--- src/hdl/fat12_cluster_chain_sector_walker_top_assert.svh ---
// Assertion macros for the FAT12 cluster chain sector walker top level.
// Needs clk_i and rst_ni in the scope of the module that includes it.
`ifndef FAT12_CLUSTER_CHAIN_SECTOR_WALKER_TOP_ASSERT_SVH
`define FAT12_CLUSTER_CHAIN_SECTOR_WALKER_TOP_ASSERT_SVH

// Check a consequence in the same cycle as its antecedent.
`define FAT12W_ASSERT_SAME(lbl, ante, cons, msg) \
  lbl: assert property (@(posedge clk_i) disable iff (!rst_ni) (ante) |-> (cons)) \
    else $error(msg);

// Check a consequence in the cycle after its antecedent.
`define FAT12W_ASSERT_NEXT(lbl, ante, cons, msg) \
  lbl: assert property (@(posedge clk_i) disable iff (!rst_ni) (ante) |=> (cons)) \
    else $error(msg);

`endif

--- src/hdl/fat12w_pkg.sv ---
// Shared types and constants for the FAT12 cluster chain sector walker.
// Used by the register block, controller, datapath and top level.
package fat12w_pkg;

  localparam int unsigned FAT_BYTES_DEF = 8192;
  localparam int unsigned LBA_W         = 32;
  localparam int unsigned CL_W          = 12;
  localparam int unsigned SPC_W         = 8;
  localparam int unsigned SIC_W         = 7;
  localparam int unsigned OFF_W         = 13;
  localparam int unsigned BYTE_W        = 8;

  localparam logic [CL_W-1:0]  END_MARK = 12'hFF8;
  localparam logic [SPC_W-1:0] SPC_MAX  = 8'd128;

  typedef enum logic [1:0] {
    FUNC_LOAD = 2'd0,
    FUNC_OPEN = 2'd1,
    FUNC_ADV  = 2'd2,
    FUNC_NONE = 2'd3
  } func_e;

  typedef enum logic {
    REG_SPC = 1'b0,
    REG_DSL = 1'b1
  } reg_idx_e;

  typedef enum logic [1:0] {
    RES_ZERO = 2'd0,
    RES_POS  = 2'd1,
    RES_FILE = 2'd2,
    RES_END  = 2'd3
  } res_kind_e;

  typedef enum logic [2:0] {
    ST_IDLE,
    ST_DECODE,
    ST_REDUCE,
    ST_RD_LO,
    ST_RD_HI,
    ST_FOLLOW,
    ST_MUL,
    ST_EMIT
  } state_e;

  typedef struct packed {
    logic      cap;
    logic      wr_fat;
    logic      open;
    logic      root_inc;
    logic      sic_inc;
    logic      load_off;
    logic      reduce;
    logic      rd_hi;
    logic      cap_lo;
    logic      follow;
    logic      mul;
    logic      set_kind;
    res_kind_e kind;
    logic      emit;
  } ctrl_cmd_t;

  typedef struct packed {
    func_e func;
    logic  open_root;
    logic  root_mode;
    logic  at_end;
    logic  wrap;
    logic  off_big;
    logic  next_end;
    logic  out_free;
  } dp_status_t;

endpackage

--- src/hdl/fat12w_ctrl.sv ---
// Sequencer for the sector walker: decodes each word and steps the datapath.
// Depends on fat12w_pkg for the state, command and status types.
module fat12w_ctrl (
  input  logic                    clk_i,
  input  logic                    rst_ni,
  input  logic                    in_valid_i,
  output logic                    in_ready_o,
  input  fat12w_pkg::dp_status_t  status_i,
  output fat12w_pkg::ctrl_cmd_t   cmd_o
);
  import fat12w_pkg::*;

  state_e state_q, state_d;

  // Next state
  always_comb begin
    state_d = state_q;
    case (state_q)
      ST_IDLE: begin
        if (in_valid_i) state_d = ST_DECODE;
      end
      ST_DECODE: begin
        case (status_i.func)
          FUNC_OPEN: state_d = status_i.open_root ? ST_EMIT : ST_MUL;
          FUNC_ADV: begin
            if (status_i.root_mode || status_i.at_end) begin
              state_d = ST_EMIT;
            end else if (status_i.wrap) begin
              state_d = ST_REDUCE;
            end else begin
              state_d = ST_MUL;
            end
          end
          default: state_d = ST_EMIT;
        endcase
      end
      ST_REDUCE: begin
        if (!status_i.off_big) state_d = ST_RD_LO;
      end
      ST_RD_LO:  state_d = ST_RD_HI;
      ST_RD_HI:  state_d = ST_FOLLOW;
      ST_FOLLOW: state_d = status_i.next_end ? ST_EMIT : ST_MUL;
      ST_MUL:    state_d = ST_EMIT;
      ST_EMIT: begin
        if (status_i.out_free) state_d = ST_IDLE;
      end
      default: state_d = ST_IDLE;
    endcase
  end

  always_ff @(posedge clk_i or negedge rst_ni) begin
    if (!rst_ni) begin
      state_q <= ST_IDLE;
    end else begin
      state_q <= state_d;
    end
  end

  // Commands
  always_comb begin
    cmd_o      = '0;
    cmd_o.kind = RES_ZERO;
    in_ready_o = (state_q == ST_IDLE);
    case (state_q)
      ST_IDLE: cmd_o.cap = in_valid_i;
      ST_DECODE: begin
        cmd_o.set_kind = 1'b1;
        case (status_i.func)
          FUNC_LOAD: cmd_o.wr_fat = 1'b1;
          FUNC_OPEN: begin
            cmd_o.open = 1'b1;
            cmd_o.kind = status_i.open_root ? RES_POS : RES_FILE;
          end
          FUNC_ADV: begin
            if (status_i.root_mode) begin
              cmd_o.root_inc = 1'b1;
              cmd_o.kind     = RES_POS;
            end else if (status_i.at_end) begin
              cmd_o.kind = RES_END;
            end else if (status_i.wrap) begin
              cmd_o.load_off = 1'b1;
            end else begin
              cmd_o.sic_inc = 1'b1;
              cmd_o.kind    = RES_FILE;
            end
          end
          default: ;
        endcase
      end
      ST_REDUCE: cmd_o.reduce = status_i.off_big;
      ST_RD_LO:  cmd_o.rd_hi = 1'b0;
      ST_RD_HI: begin
        cmd_o.rd_hi  = 1'b1;
        cmd_o.cap_lo = 1'b1;
      end
      ST_FOLLOW: begin
        cmd_o.follow   = 1'b1;
        cmd_o.set_kind = 1'b1;
        cmd_o.kind     = status_i.next_end ? RES_END : RES_FILE;
      end
      ST_MUL:  cmd_o.mul = 1'b1;
      ST_EMIT: cmd_o.emit = status_i.out_free;
      default: ;
    endcase
  end

endmodule

--- config.mk ---
export PLATFORM = sky130hd
export DESIGN_NAME = fat12w_ctrl
export DESIGN_NICKNAME = d
export VERILOG_FILES = /design/src/hdl/fat12_cluster_chain_sector_walker_top_assert.svh /design/src/hdl/fat12w_pkg.sv /design/src/hdl/fat12w_ctrl.sv
export SDC_FILE = /design/constraint.sdc
export NUM_CORES = 1
export LEC_CHECK = 0
export ABC_AREA = 0
export BUFFER_PORTS_ARGS = -buffer_cell sky130_fd_sc_hd__buf_2
export CAP_MARGIN = 20
export CORE_AREA = 2 2 39 41
export DETAILED_ROUTE_END_ITERATION = 10
export DIE_AREA = 0 0 41 43
export SYNTH_ARGS = -nofsm -noshare
export SYNTH_HDL_FRONTEND = slang
export SYNTH_SLANG_ARGS = --single-unit
--- constraint.sdc ---
create_clock -name clk_i -period 2.07 [get_ports clk_i]
set_input_delay 0.1035 -clock clk_i [delete_from_list [all_inputs] [get_ports clk_i]]
set_output_delay 0.1035 -clock clk_i [all_outputs]
set_load 0.02 [all_outputs]
Yosys cells after proc, flatten, opt, wreduce, memory -nomap -nowiden:

Index checks and enable logic that the tools add are counted.

* equality and inequality tests: 12
* mux-type cells: 31
* reductions and logical operators: 4

Operator list (count)
* $pmux W3 S8: 1
* $mux W3: 6
* $mux W1: 14
* $eq A3 B3 Y1 const B: 4
* $mux W2: 6
* $pmux W3 S2: 2
* $eq A3 B2 Y1 const B: 2
* $ne A2 B2 Y1 const B: 3
* $mux W5: 1
* $pmux W2 S2: 1
* $eq A3 B1 Y1 const B: 1
* $logic_not A3 Y1: 1
* $reduce_and A3 Y1: 1
* $eq A2 B1 Y1 const B: 1
* $eq A2 B2 Y1 const B: 1
* $logic_not A2 Y1: 1
* $logic_or A1 B1 Y1: 1

* flip-flop bits (word level): 3
* input bits: 12
* output and inout port bits: 16
* word-level logic and storage cells: 48

Longest topological paths before layout:

* depth after elaboration: 5
* gate-level depth with buffers: 6
* mapped depth without buffers: 6

Worst setup path before layout:

OpenSTA, ideal clock, no wires.

* path type: register to output
* start point: register state_q[0]
* end point: output port cmd_o[7] (netlist bit)
* arrival time: 1384 ps
* required time: 1966 ps
* setup slack: 582 ps
* cell stages (with the launch flop): 4
* buffers on the path: 2
* cell sequence: dfrtp_1 > buf_2 > nor3_1 > buf_4

RTL lines
* start, declared: RTL line fat12w_ctrl.sv:13 `state_e state_q, state_d;`
* start signal, assigned: RTL line fat12w_ctrl.sv:55 `state_q <= state_d;`
* end, declared: RTL line fat12w_ctrl.sv:9 `output fat12w_pkg::ctrl_cmd_t cmd_o`

==> impl_metrics.toml <==
[critical_path]
r2r_cells = 3
cp-startpoint = "state_q[1]"
r2r-end = "state_q[1]"
rrSetupSlack_ns = 0.91
worst-setup-path-type = "flip-flop to output pin"
arrival_ns = 1.55
cp_max_fo = 13
crit_path_start_kind = "flip-flop"
endpoint_kind = "output pin"
r2r-start = "state_q[2]"
critPathRequiredTime_ns = 1.97

[global_route]
grt_start_max_net_pins = 14
grt_pass1_vias = 403
grt_util_all_layers_pct = 12.6
grt_pass1_wl_mm = 1.54
grt-ovfl-total = 0
grt_antenna_before_repair = 0

[placement]
port_buffers = 27
place_inst = 100
gp_congestion = 0.711
dpl_worst_slack_ns = 0.672
place.detailed.hpwl_um = 824

[clock_network]
clock-sinks = 3
clock_path_buffers = 2
post_cts_resized = 0
worstSkewPairLatency_ns = 0.23
path_clk_slew_ns = 0.04
cts.hold.buffers_added = 1
root_buffer = "clkbuf_4"
htreeDepth = 1
cts_made_buffers = 3
postCtsSetupBuffers = 0
cts_tree = "done"

[synth]
netlist_instances = 61
async_flop_share_pct = 100
synth-seq-cells = 3
syn_nets = 77
netlist_area_um2 = 423
yosys.area.top_type_share_pct = 17.8
synth-main-ff-cell = "dfrtp_1"
ys_seq_area_share_pct = 17.8
synth_common_cells = "a21oi_1 (7), inv_1 (7), nor2_1 (7)"
avgSynthCellArea_um2 = 6.93
synth.top_cells.by_area = "dfrtp_1 (18%), ha_1 (12%), a21oi_1 (8.3%), inv_1 (6.2%), nor2_1 (6.2%)"
ys_warn_count = 0
synth_edf_count = 0
ys_types = 27
synth_top_area_cell = "dfrtp_1"

[detailed_routing]
wl_per_cell_um = 9.91
finalWirelength_mm = 1.04
drtIter0Drc = 5
drc_errors = 0
drtPass1Iterations = 3
routed-via-count = 493
drtAntennaViolNets = 0
via_per_inst = 4.70

[sta]
worst_slew_pin_slew_ns = 0.391
final.min_clock_period_ns = 1.66
finalSetupViolations = 0
finalCritPeriodShare_pct = 80.0
hold_violations = 0
fin_setup_tns_ns = 0
layout_setup_ws_ns = 0.414
max_freq_ghz = 0.604
drv_slew = 0
clock_skew_ns = 0.000330
rsz0062_at_grt = "false"
slew_headroom_pct = 73.9

[die]
die-area_um2 = 1760
row_count = 14
die_y_um = 43
num_io_pins = 28
coreArea_um2 = 1380
die_x_um = 41
start_util_pct = 30.6

[final_layout]
syn_to_final_growth_pct = 38.5
top_regs = "state_q: 3 flops"
antenna_cells = 0
regMostFlops = "state_q"
layout-drive-gt1-share_pct = 38.2
fin_cells = 105
largest_register_ffs = 3
num-fill-cells = 148
nNetsFinal = 106

[worst_hold_path]
holdCritPathClass = "primary input to asynchronous set/reset pin"

[power]
p_leak_nw = 0.336
ir_worst_vdd_mv = 0.481
cellPowerDensity_nw_per_um2 = 1070

[run_status]
status = "complete, no violations"

[flow_run]
drv_cap = 0
## cell families (layout without fill, tap and decap cells)
group,Yosys count,in the layout,synth area share [%]
flip-flops,3,3,17.8
AO/OA/AOI/OAI,15,15,21.3
adder cells (fa/ha/maj),4,4,11.8
AND/OR/NAND/NOR,28,28,36.1
buffers and inverters,11,39,13.0
## routing by layer
layer,vias to the layer above,global-route usage (%),part of all wire (%)
met5,-,0,0
met3,0,3.14,9.3
met4,0,6.00,0
met2,22,19.1,45
li1,264,-,-
met1,207,16.0,46
## worst max-delay path, cell delays in order (launching register included)
cell	delay, ns
dfrtp_1	0.51
nand2b_4	0.23
nor2_2	0.11
nand3_1	0.10
nor3b_1	0.18
buf_2	0.18
## cell type report
class	instances	area, um2	area share (%)
multi-input combinational	47	293	50.0
inverter	7	26.3	4.49
tap	16	20.0	3.42
timing repair buffer	28	145	24.8
sequential	3	75.1	12.8
clock buffer	4	26.3	4.49
## stage by stage
step	util [%]	total power, mW	hold slack, ns	cell area [um2]
floorplan	-	0.446	-0.192	423
global placement	39.7	0.523	-0.0998	549
detailed placement	39.7	0.525	-0.0994	549
CTS	42.3	0.634	0.186	586
global route	42.3	0.679	0.195	586
finish	42.3	0.626	0.193	586
## layout by cell type, fill, tap and decap left out, types with 2 or more instances in the layout
master and count:
o21ai_0 2, nand2_1 6, inv_1 7, ha_1 4
dfrtp_1 3, nor2_1 7, nand3_1 2, buf_2 27
a21oi_1 7, clkbuf_4 3, nor3_1 4
## where the power goes
group | internal [mW] | total (mW) | switching (mW)
clock network | 0.0722 | 0.102 | 0.0301
registers | 0.0851 | 0.175 | 0.0903
logic | 0.138 | 0.348 | 0.210
## how the worst max path moves through the flow
stage | end | slack [ns]
floorplan | cmd_o[7] | 0.58
global placement | cmd_o[9] | 0.69
detailed placement | cmd_o[9] | 0.67
CTS | cmd_o[9] | 0.41
global route | cmd_o[9] | 0.30
finish | cmd_o[9] | 0.41
Note: power is estimated with default switching activity, not from simulation.
