--- src/hdl/fat12_cluster_chain_sector_walker_top_assert.svh ---
// Assertion macros for the FAT12 cluster chain sector walker top level.
// Needs clk_i and rst_ni in the scope of the module that includes it.
`ifndef FAT12_CLUSTER_CHAIN_SECTOR_WALKER_TOP_ASSERT_SVH
`define FAT12_CLUSTER_CHAIN_SECTOR_WALKER_TOP_ASSERT_SVH

// Check a consequence in the same cycle as its antecedent.
`define FAT12W_ASSERT_SAME(lbl, ante, cons, msg) \
  lbl: assert property (@(posedge clk_i) disable iff (!rst_ni) (ante) |-> (cons)) \
    else $error(msg);

// Check a consequence in the cycle after its antecedent.
`define FAT12W_ASSERT_NEXT(lbl, ante, cons, msg) \
  lbl: assert property (@(posedge clk_i) disable iff (!rst_ni) (ante) |=> (cons)) \
    else $error(msg);

`endif

--- src/hdl/fat12w_pkg.sv ---
// Shared types and constants for the FAT12 cluster chain sector walker.
// Used by the register block, controller, datapath and top level.
package fat12w_pkg;

  localparam int unsigned FAT_BYTES_DEF = 8192;
  localparam int unsigned LBA_W         = 32;
  localparam int unsigned CL_W          = 12;
  localparam int unsigned SPC_W         = 8;
  localparam int unsigned SIC_W         = 7;
  localparam int unsigned OFF_W         = 13;
  localparam int unsigned BYTE_W        = 8;

  localparam logic [CL_W-1:0]  END_MARK = 12'hFF8;
  localparam logic [SPC_W-1:0] SPC_MAX  = 8'd128;

  typedef enum logic [1:0] {
    FUNC_LOAD = 2'd0,
    FUNC_OPEN = 2'd1,
    FUNC_ADV  = 2'd2,
    FUNC_NONE = 2'd3
  } func_e;

  typedef enum logic {
    REG_SPC = 1'b0,
    REG_DSL = 1'b1
  } reg_idx_e;

  typedef enum logic [1:0] {
    RES_ZERO = 2'd0,
    RES_POS  = 2'd1,
    RES_FILE = 2'd2,
    RES_END  = 2'd3
  } res_kind_e;

  typedef enum logic [2:0] {
    ST_IDLE,
    ST_DECODE,
    ST_REDUCE,
    ST_RD_LO,
    ST_RD_HI,
    ST_FOLLOW,
    ST_MUL,
    ST_EMIT
  } state_e;

  typedef struct packed {
    logic      cap;
    logic      wr_fat;
    logic      open;
    logic      root_inc;
    logic      sic_inc;
    logic      load_off;
    logic      reduce;
    logic      rd_hi;
    logic      cap_lo;
    logic      follow;
    logic      mul;
    logic      set_kind;
    res_kind_e kind;
    logic      emit;
  } ctrl_cmd_t;

  typedef struct packed {
    func_e func;
    logic  open_root;
    logic  root_mode;
    logic  at_end;
    logic  wrap;
    logic  off_big;
    logic  next_end;
    logic  out_free;
  } dp_status_t;

endpackage

--- src/hdl/fat12w_regs.sv ---
// Configuration registers behind the APB-style port.
// Depends on fat12w_pkg for widths and register indexes.
module fat12w_regs (
  input  logic                          clk_i,
  input  logic                          rst_ni,
  input  logic                          psel,
  input  logic                          penable,
  input  logic                          pwrite,
  input  logic [2:0]                    paddr,
  input  logic [31:0]                   pwdata,
  output logic [31:0]                   prdata,
  output logic                          pready,
  output logic [fat12w_pkg::SPC_W-1:0]  spc_eff_o,
  output logic [fat12w_pkg::LBA_W-1:0]  dsl_o
);
  import fat12w_pkg::*;

  logic [SPC_W-1:0] spc_q, spc_d;
  logic [LBA_W-1:0] dsl_q, dsl_d;
  logic             wr_en;
  reg_idx_e         idx;

  assign pready = 1'b1;
  assign wr_en  = psel && penable && pwrite;
  assign idx    = reg_idx_e'(paddr[2]);

  // Decode register writes
  always_comb begin
    spc_d = spc_q;
    dsl_d = dsl_q;
    if (wr_en) begin
      case (idx)
        REG_SPC: spc_d = pwdata[SPC_W-1:0];
        REG_DSL: dsl_d = pwdata;
        default: ;
      endcase
    end
  end

  always_ff @(posedge clk_i or negedge rst_ni) begin
    if (!rst_ni) begin
      spc_q <= 8'd1;
      dsl_q <= '0;
    end else begin
      spc_q <= spc_d;
      dsl_q <= dsl_d;
    end
  end

  // Read back stored values
  always_comb begin
    case (idx)
      REG_SPC: prdata = {{(32-SPC_W){1'b0}}, spc_q};
      REG_DSL: prdata = dsl_q;
      default: prdata = '0;
    endcase
  end

  // Clamp cluster size to 1..128
  always_comb begin
    if (spc_q == '0) begin
      spc_eff_o = 8'd1;
    end else if (spc_q > SPC_MAX) begin
      spc_eff_o = SPC_MAX;
    end else begin
      spc_eff_o = spc_q;
    end
  end

  assign dsl_o = dsl_q;

endmodule

--- config.mk ---
export PLATFORM = sky130hd
export DESIGN_NAME = fat12w_regs
export DESIGN_NICKNAME = d
export VERILOG_FILES = /design/src/hdl/fat12_cluster_chain_sector_walker_top_assert.svh /design/src/hdl/fat12w_pkg.sv /design/src/hdl/fat12w_regs.sv
export SDC_FILE = /design/constraint.sdc
export NUM_CORES = 1
export LEC_CHECK = 0
export ABC_AREA = 1
export ABC_CLOCK_PERIOD_IN_PS = 1100
export BUFFER_PORTS_ARGS = -buffer_cell sky130_fd_sc_hd__clkbuf_2
export CORE_MARGIN = 2
export CORE_UTILIZATION = 44
export DETAILED_ROUTE_END_ITERATION = 8
export GPL_TIMING_DRIVEN = 0
export PLACE_DENSITY = 0.8
export SYNTH_ARGS = -nofsm -noshare
export SYNTH_HDL_FRONTEND = slang
export SYNTH_SLANG_ARGS = --single-unit
export TNS_END_PERCENT = 100
--- constraint.sdc ---
create_clock -name clk_i -period 1.1 [get_ports clk_i]
set_clock_uncertainty 0.05 [all_clocks]
set_input_delay 0.055 -clock clk_i [delete_from_list [all_inputs] [get_ports clk_i]]
set_output_delay 0.055 -clock clk_i [all_outputs]
set_load 0.01 [all_outputs]
After elaboration in Yosys (flattened, before gate mapping)
Cells that the tools add are included.

word-level totals
  register bits after elaboration = 40
  output and inout bits = 73
  logic and storage cells = 12

cells by class
  magnitude comparators = 1
  muxes and demuxes = 3
  bitwise gates (word level) = 1
  reductions and logical operators = 5

operator list
  cell                                                   number
  32-bit one-hot mux with 2 select lines                 1
  8-bit two-way mux                                      2
  8-bit greater-than comparator (second input constant)  1
  8-bit logical NOT                                      1
  2-bit AND reduction                                    2
  1-bit logical AND                                      2
  1-bit inverter                                         1

Logic depth before layout (Yosys ltp)
  depth after elaboration = 3
  gate-level depth with buffers = 5
  depth with buffers taken out = 4

Worst setup path before layout
Ideal clock, no wire load.

  path type = flip-flop to output port
  start point = reg spc_q[7]
  end point = out spc_eff_o[0] (netlist name)
  arrival = 0.953 ns
  data required time = 0.995 ns
  path slack = 0.042 ns
  cell stages (with the launch flop) = 5
  path buffers = 1
  cells stage by stage = dfrtp_1 clkbuf_1 nor2_1 nand2_1 o21ai_0

on the way
  longest elaborated chain between the ends = 3
  elaborated cells on any way between the ends = 4
  those cells by class = 1 x order compare; 2 x mux; 1 x reduce/logical

ends and longest elaborated chain
  what                           line               RTL
  from (decl)                    fat12w_regs.sv:18  logic [SPC_W-1:0] spc_q, spc_d;
  from (signal assigned)         fat12w_regs.sv:45  spc_q <= spc_d;
  8-bit greater-than comparator  fat12w_regs.sv:63  end else if (spc_q > SPC_MAX) begin
  8-bit two-way mux              fat12w_regs.sv:63
  8-bit two-way mux *            fat12w_regs.sv:61  if (spc_q == '0) begin
  to (decl)                      fat12w_regs.sv:13  output logic [fat12w_pkg::SPC_W-1:0] spc_eff_o,

Every way passes the cells marked *; elsewhere a longest branch is shown, timed or not.

Final worst setup path
Ends and elaborated chain as after synthesis.

==> results.yml <==
synth:
  async_flop_share_pct: 100
  synth_mux_area_share_pct: 0
  synth_edf_count: 0
  synthXorXnorAreaFrac_pct: 0
  synth_compound_area_share_pct: 2.04
  synthAdderAreaFrac_pct: 0
  synth_top_area_share_pct: 49.8
  ys_ff_latch: 40
  synthTopCellsByCount: "nand2_1, nand3_1, dfrtp_1"
  yosys.area_share.simple_pct: 35.6
  yosysMostFrequentCell: "nand2_1"
  synth_cell_types: 14
  synth.area.top_cells: "dfrtp_1, nand2_1, nand3_1"
  syn-cell-area_um2: 1960
  synth_warnings: 0
  synth_top_family_by_area: "simple AND/OR/NAND/NOR gates"
  yosys.area.top_type: "dfrtp_1"
  ys.flop_type: "dfrtp_1"
  synth_nets: 311
  postSynthCellCount: 271
  ys_seq_area_share_pct: 51.1
  syn-mean-instance-area_um2: 7.23
worst_setup_path:
  setup.worst_path.start_class: "flip-flop"
  reg2reg_slack_ns: 0.17
  critPathKind: "flip-flop to primary output"
  crit_fanout: 8
  critical_path_required_ns: 1.00
  end_kind: "primary output"
  cp.arrival_ns: 1.18
drt:
  routed_via_density: 4.67
  routed_wl_um: 5660
  first_pass_iters: 4
  vias: 2208
  post_drt_wl_per_cell_um: 12.0
  initialDrtViolationCount: 126
  ant_nets: 0
  drc: 0
clocking:
  clock_sinks: 40
  cts_tree: "done"
  worstSkewPairLatency_ns: 0.29
  htreeDepth: 2
  hold_buffers: 32
  clock-root-buffer: "clkbuf_8"
  clkSlewWorstSetupHoldPaths_ns: 0.07
  clock_path_buffers: 2
  numCtsBuffers: 5
placed_design:
  hpwl_um: 3720
  dp_slack_ns: -0.134
  postPlaceCellArea_um2: 2560
  numPortBuffers: 108
  place_congestion: 0.905
global_routing:
  top_usage_layer: "met2"
  grt_max_degree: 41
  use_met2_pct: 37.3
  grt_use_met1_pct: 30.4
  grt_use_met3_pct: 3.56
  grt_pass1_wl_um: 9110
  grtUsageTotal_pct: 23.0
  first_global_vias: 1947
  antenna_found_initial: 0
  grt_overflow_total: 0
floorplan:
  die-area_um2: 5000
  num_io_pins: 113
  dieHeight_um: 70.7
  initial_utilization_pct: 45.3
  rows: 24
  core_area_um2: 4320
  die_x_um: 70.7
sta:
  finalCritPeriodShare_pct: 117
  setup_viol: 12
  tns_ns: -1.11
  tightest_slew_ns: 0.980
  fin_crit_ns: 1.28
  fin_ws_ns: -0.185
  whs_ns: -0.143
  max_freq_mhz: 778
  relSlewSlack_pct: 34.7
  slew_viol_final: 0
  rsz0062_at_grt: "yes"
  finalHoldViolations: 39
power:
  leakage_nw: 1.91
  ir_drop_uv: 722
  p_per_area_nw_per_um2: 1450
  p_total_mw: 4.43
layout:
  drive_above_1_share_pct: 34.7
  area_growth_syn_to_layout_pct: 55.2
  layout.nets: 461
  design_area_um2: 3040
  n_antenna_cell: 0
worst_hold_path:
  worst_hold_path_type: "primary input to asynchronous set/reset pin"
job:
  drv_cap: 0
outcome:
  violations: "hold timing, setup timing"
  status: "finished, violations left"
where the power goes:
part	switching, mW	internal, mW	leakage (nW)	total, mW
Clock	0.495	0.431	0.0410	0.926
Combinational	0.822	0.691	1.37	1.51
Sequential	0.232	1.75	0.500	1.99
routing by layer:
metal | part of all wire, % | up-vias | wire length, um
met3 | 5.4 | 15 | 308
met1 | 42 | 986 | 2380
li1 | - | 1120 | -
met2 | 50 | 87 | 2810
met5 | 0 | - | 0
met4 | 2.8 | 0 | 161
cell usage in the layout, fill, tap and decap left out, types with 2 or more instances in the layout:
| master | n |
|---|---|
| nor2_2 | 2 |
| inv_1 | 26 |
| dlygate4sd3_1 | 32 |
| clkbuf_8 | 5 |
| clkbuf_2 | 92 |
| buf_2 | 25 |
| nor2_1 | 8 |
| buf_6 | 3 |
| inv_2 | 6 |
| nand3_1 | 40 |
| nand2_1 | 118 |
| nand4_1 | 2 |
| o21ai_1 | 5 |
| dfrtp_1 | 38 |
| clkbuf_1 | 5 |
| buf_4 | 4 |
| o21ai_2 | 3 |
worst max-delay path: stages, from the launching register on:
cell and delay [ns]:
dfrtp_2 0.44, buf_12 0.15, inv_4 0.05, nand2_1 0.04
o21ai_1 0.06, buf_2 0.14
kinds of logic after synthesis:
family	count (synthesis)
buffers and inverters	51
DFF	40
and+or+nand+nor	171
AOI/OAI and AO/OA	8
other	1
final cells by class:
| type | count | area (um2) |
|---|---|---|
| repair buffers | 144 | 916 |
| well taps | 52 | 65.1 |
| clock inverters | 1 | 5.00 |
| clock buffers | 6 | 72.6 |
| fillers | 361 | 1280 |
| flip-flops and latches | 40 | 1000 |
| plain buffers | 17 | 88.8 |
| inverters | 33 | 126 |
| multi-input cells | 180 | 764 |
registers in the layout, summed over array words and instances, names as in the netlist:
name and cells:
dsl_o 32, spc_q 8
final timing paths:
check / start / endpoint / depth (start not counted)
worst max-delay path: spc_q[7]$_DFFE_PN0P_ / spc_eff_o[0] / 5
worst min-delay path: rst_ni / dsl_o[2]$_DFFE_PN0P_ / 1
worst max register to register: spc_q[4]$_DFFE_PN0P_ / spc_q[4]$_DFFE_PN0P_ / 4
worst min register to register: spc_q[0]$_DFFE_PN1P_ / spc_q[0]$_DFFE_PN1P_ / 2
max in group asynchronous: rst_ni / spc_q[7]$_DFFE_PN0P_ / 1
min in group clk_i: paddr[2] / spc_q[0]$_DFFE_PN1P_ / 4
through the flow:
stage	std cells	hold WS, ns	utilization (%)
after detailed placement	431	0.226	59.3
after CTS	471	-0.0924	69.4
after global routing	473	-0.0543	70.3
final	473	-0.143	70.3
after global placement	431	0.208	59.3
after floorplan	271	-0.291	-
repair_timing:
item                       CTS  global route
pin swaps                    4             2
gates resized for setup     16            25
hold endpoints to repair    79            39
gates cloned                 0             0
setup buffers                2             2
setup endpoints to repair   16            17
(Power assumes the default switching activity.)
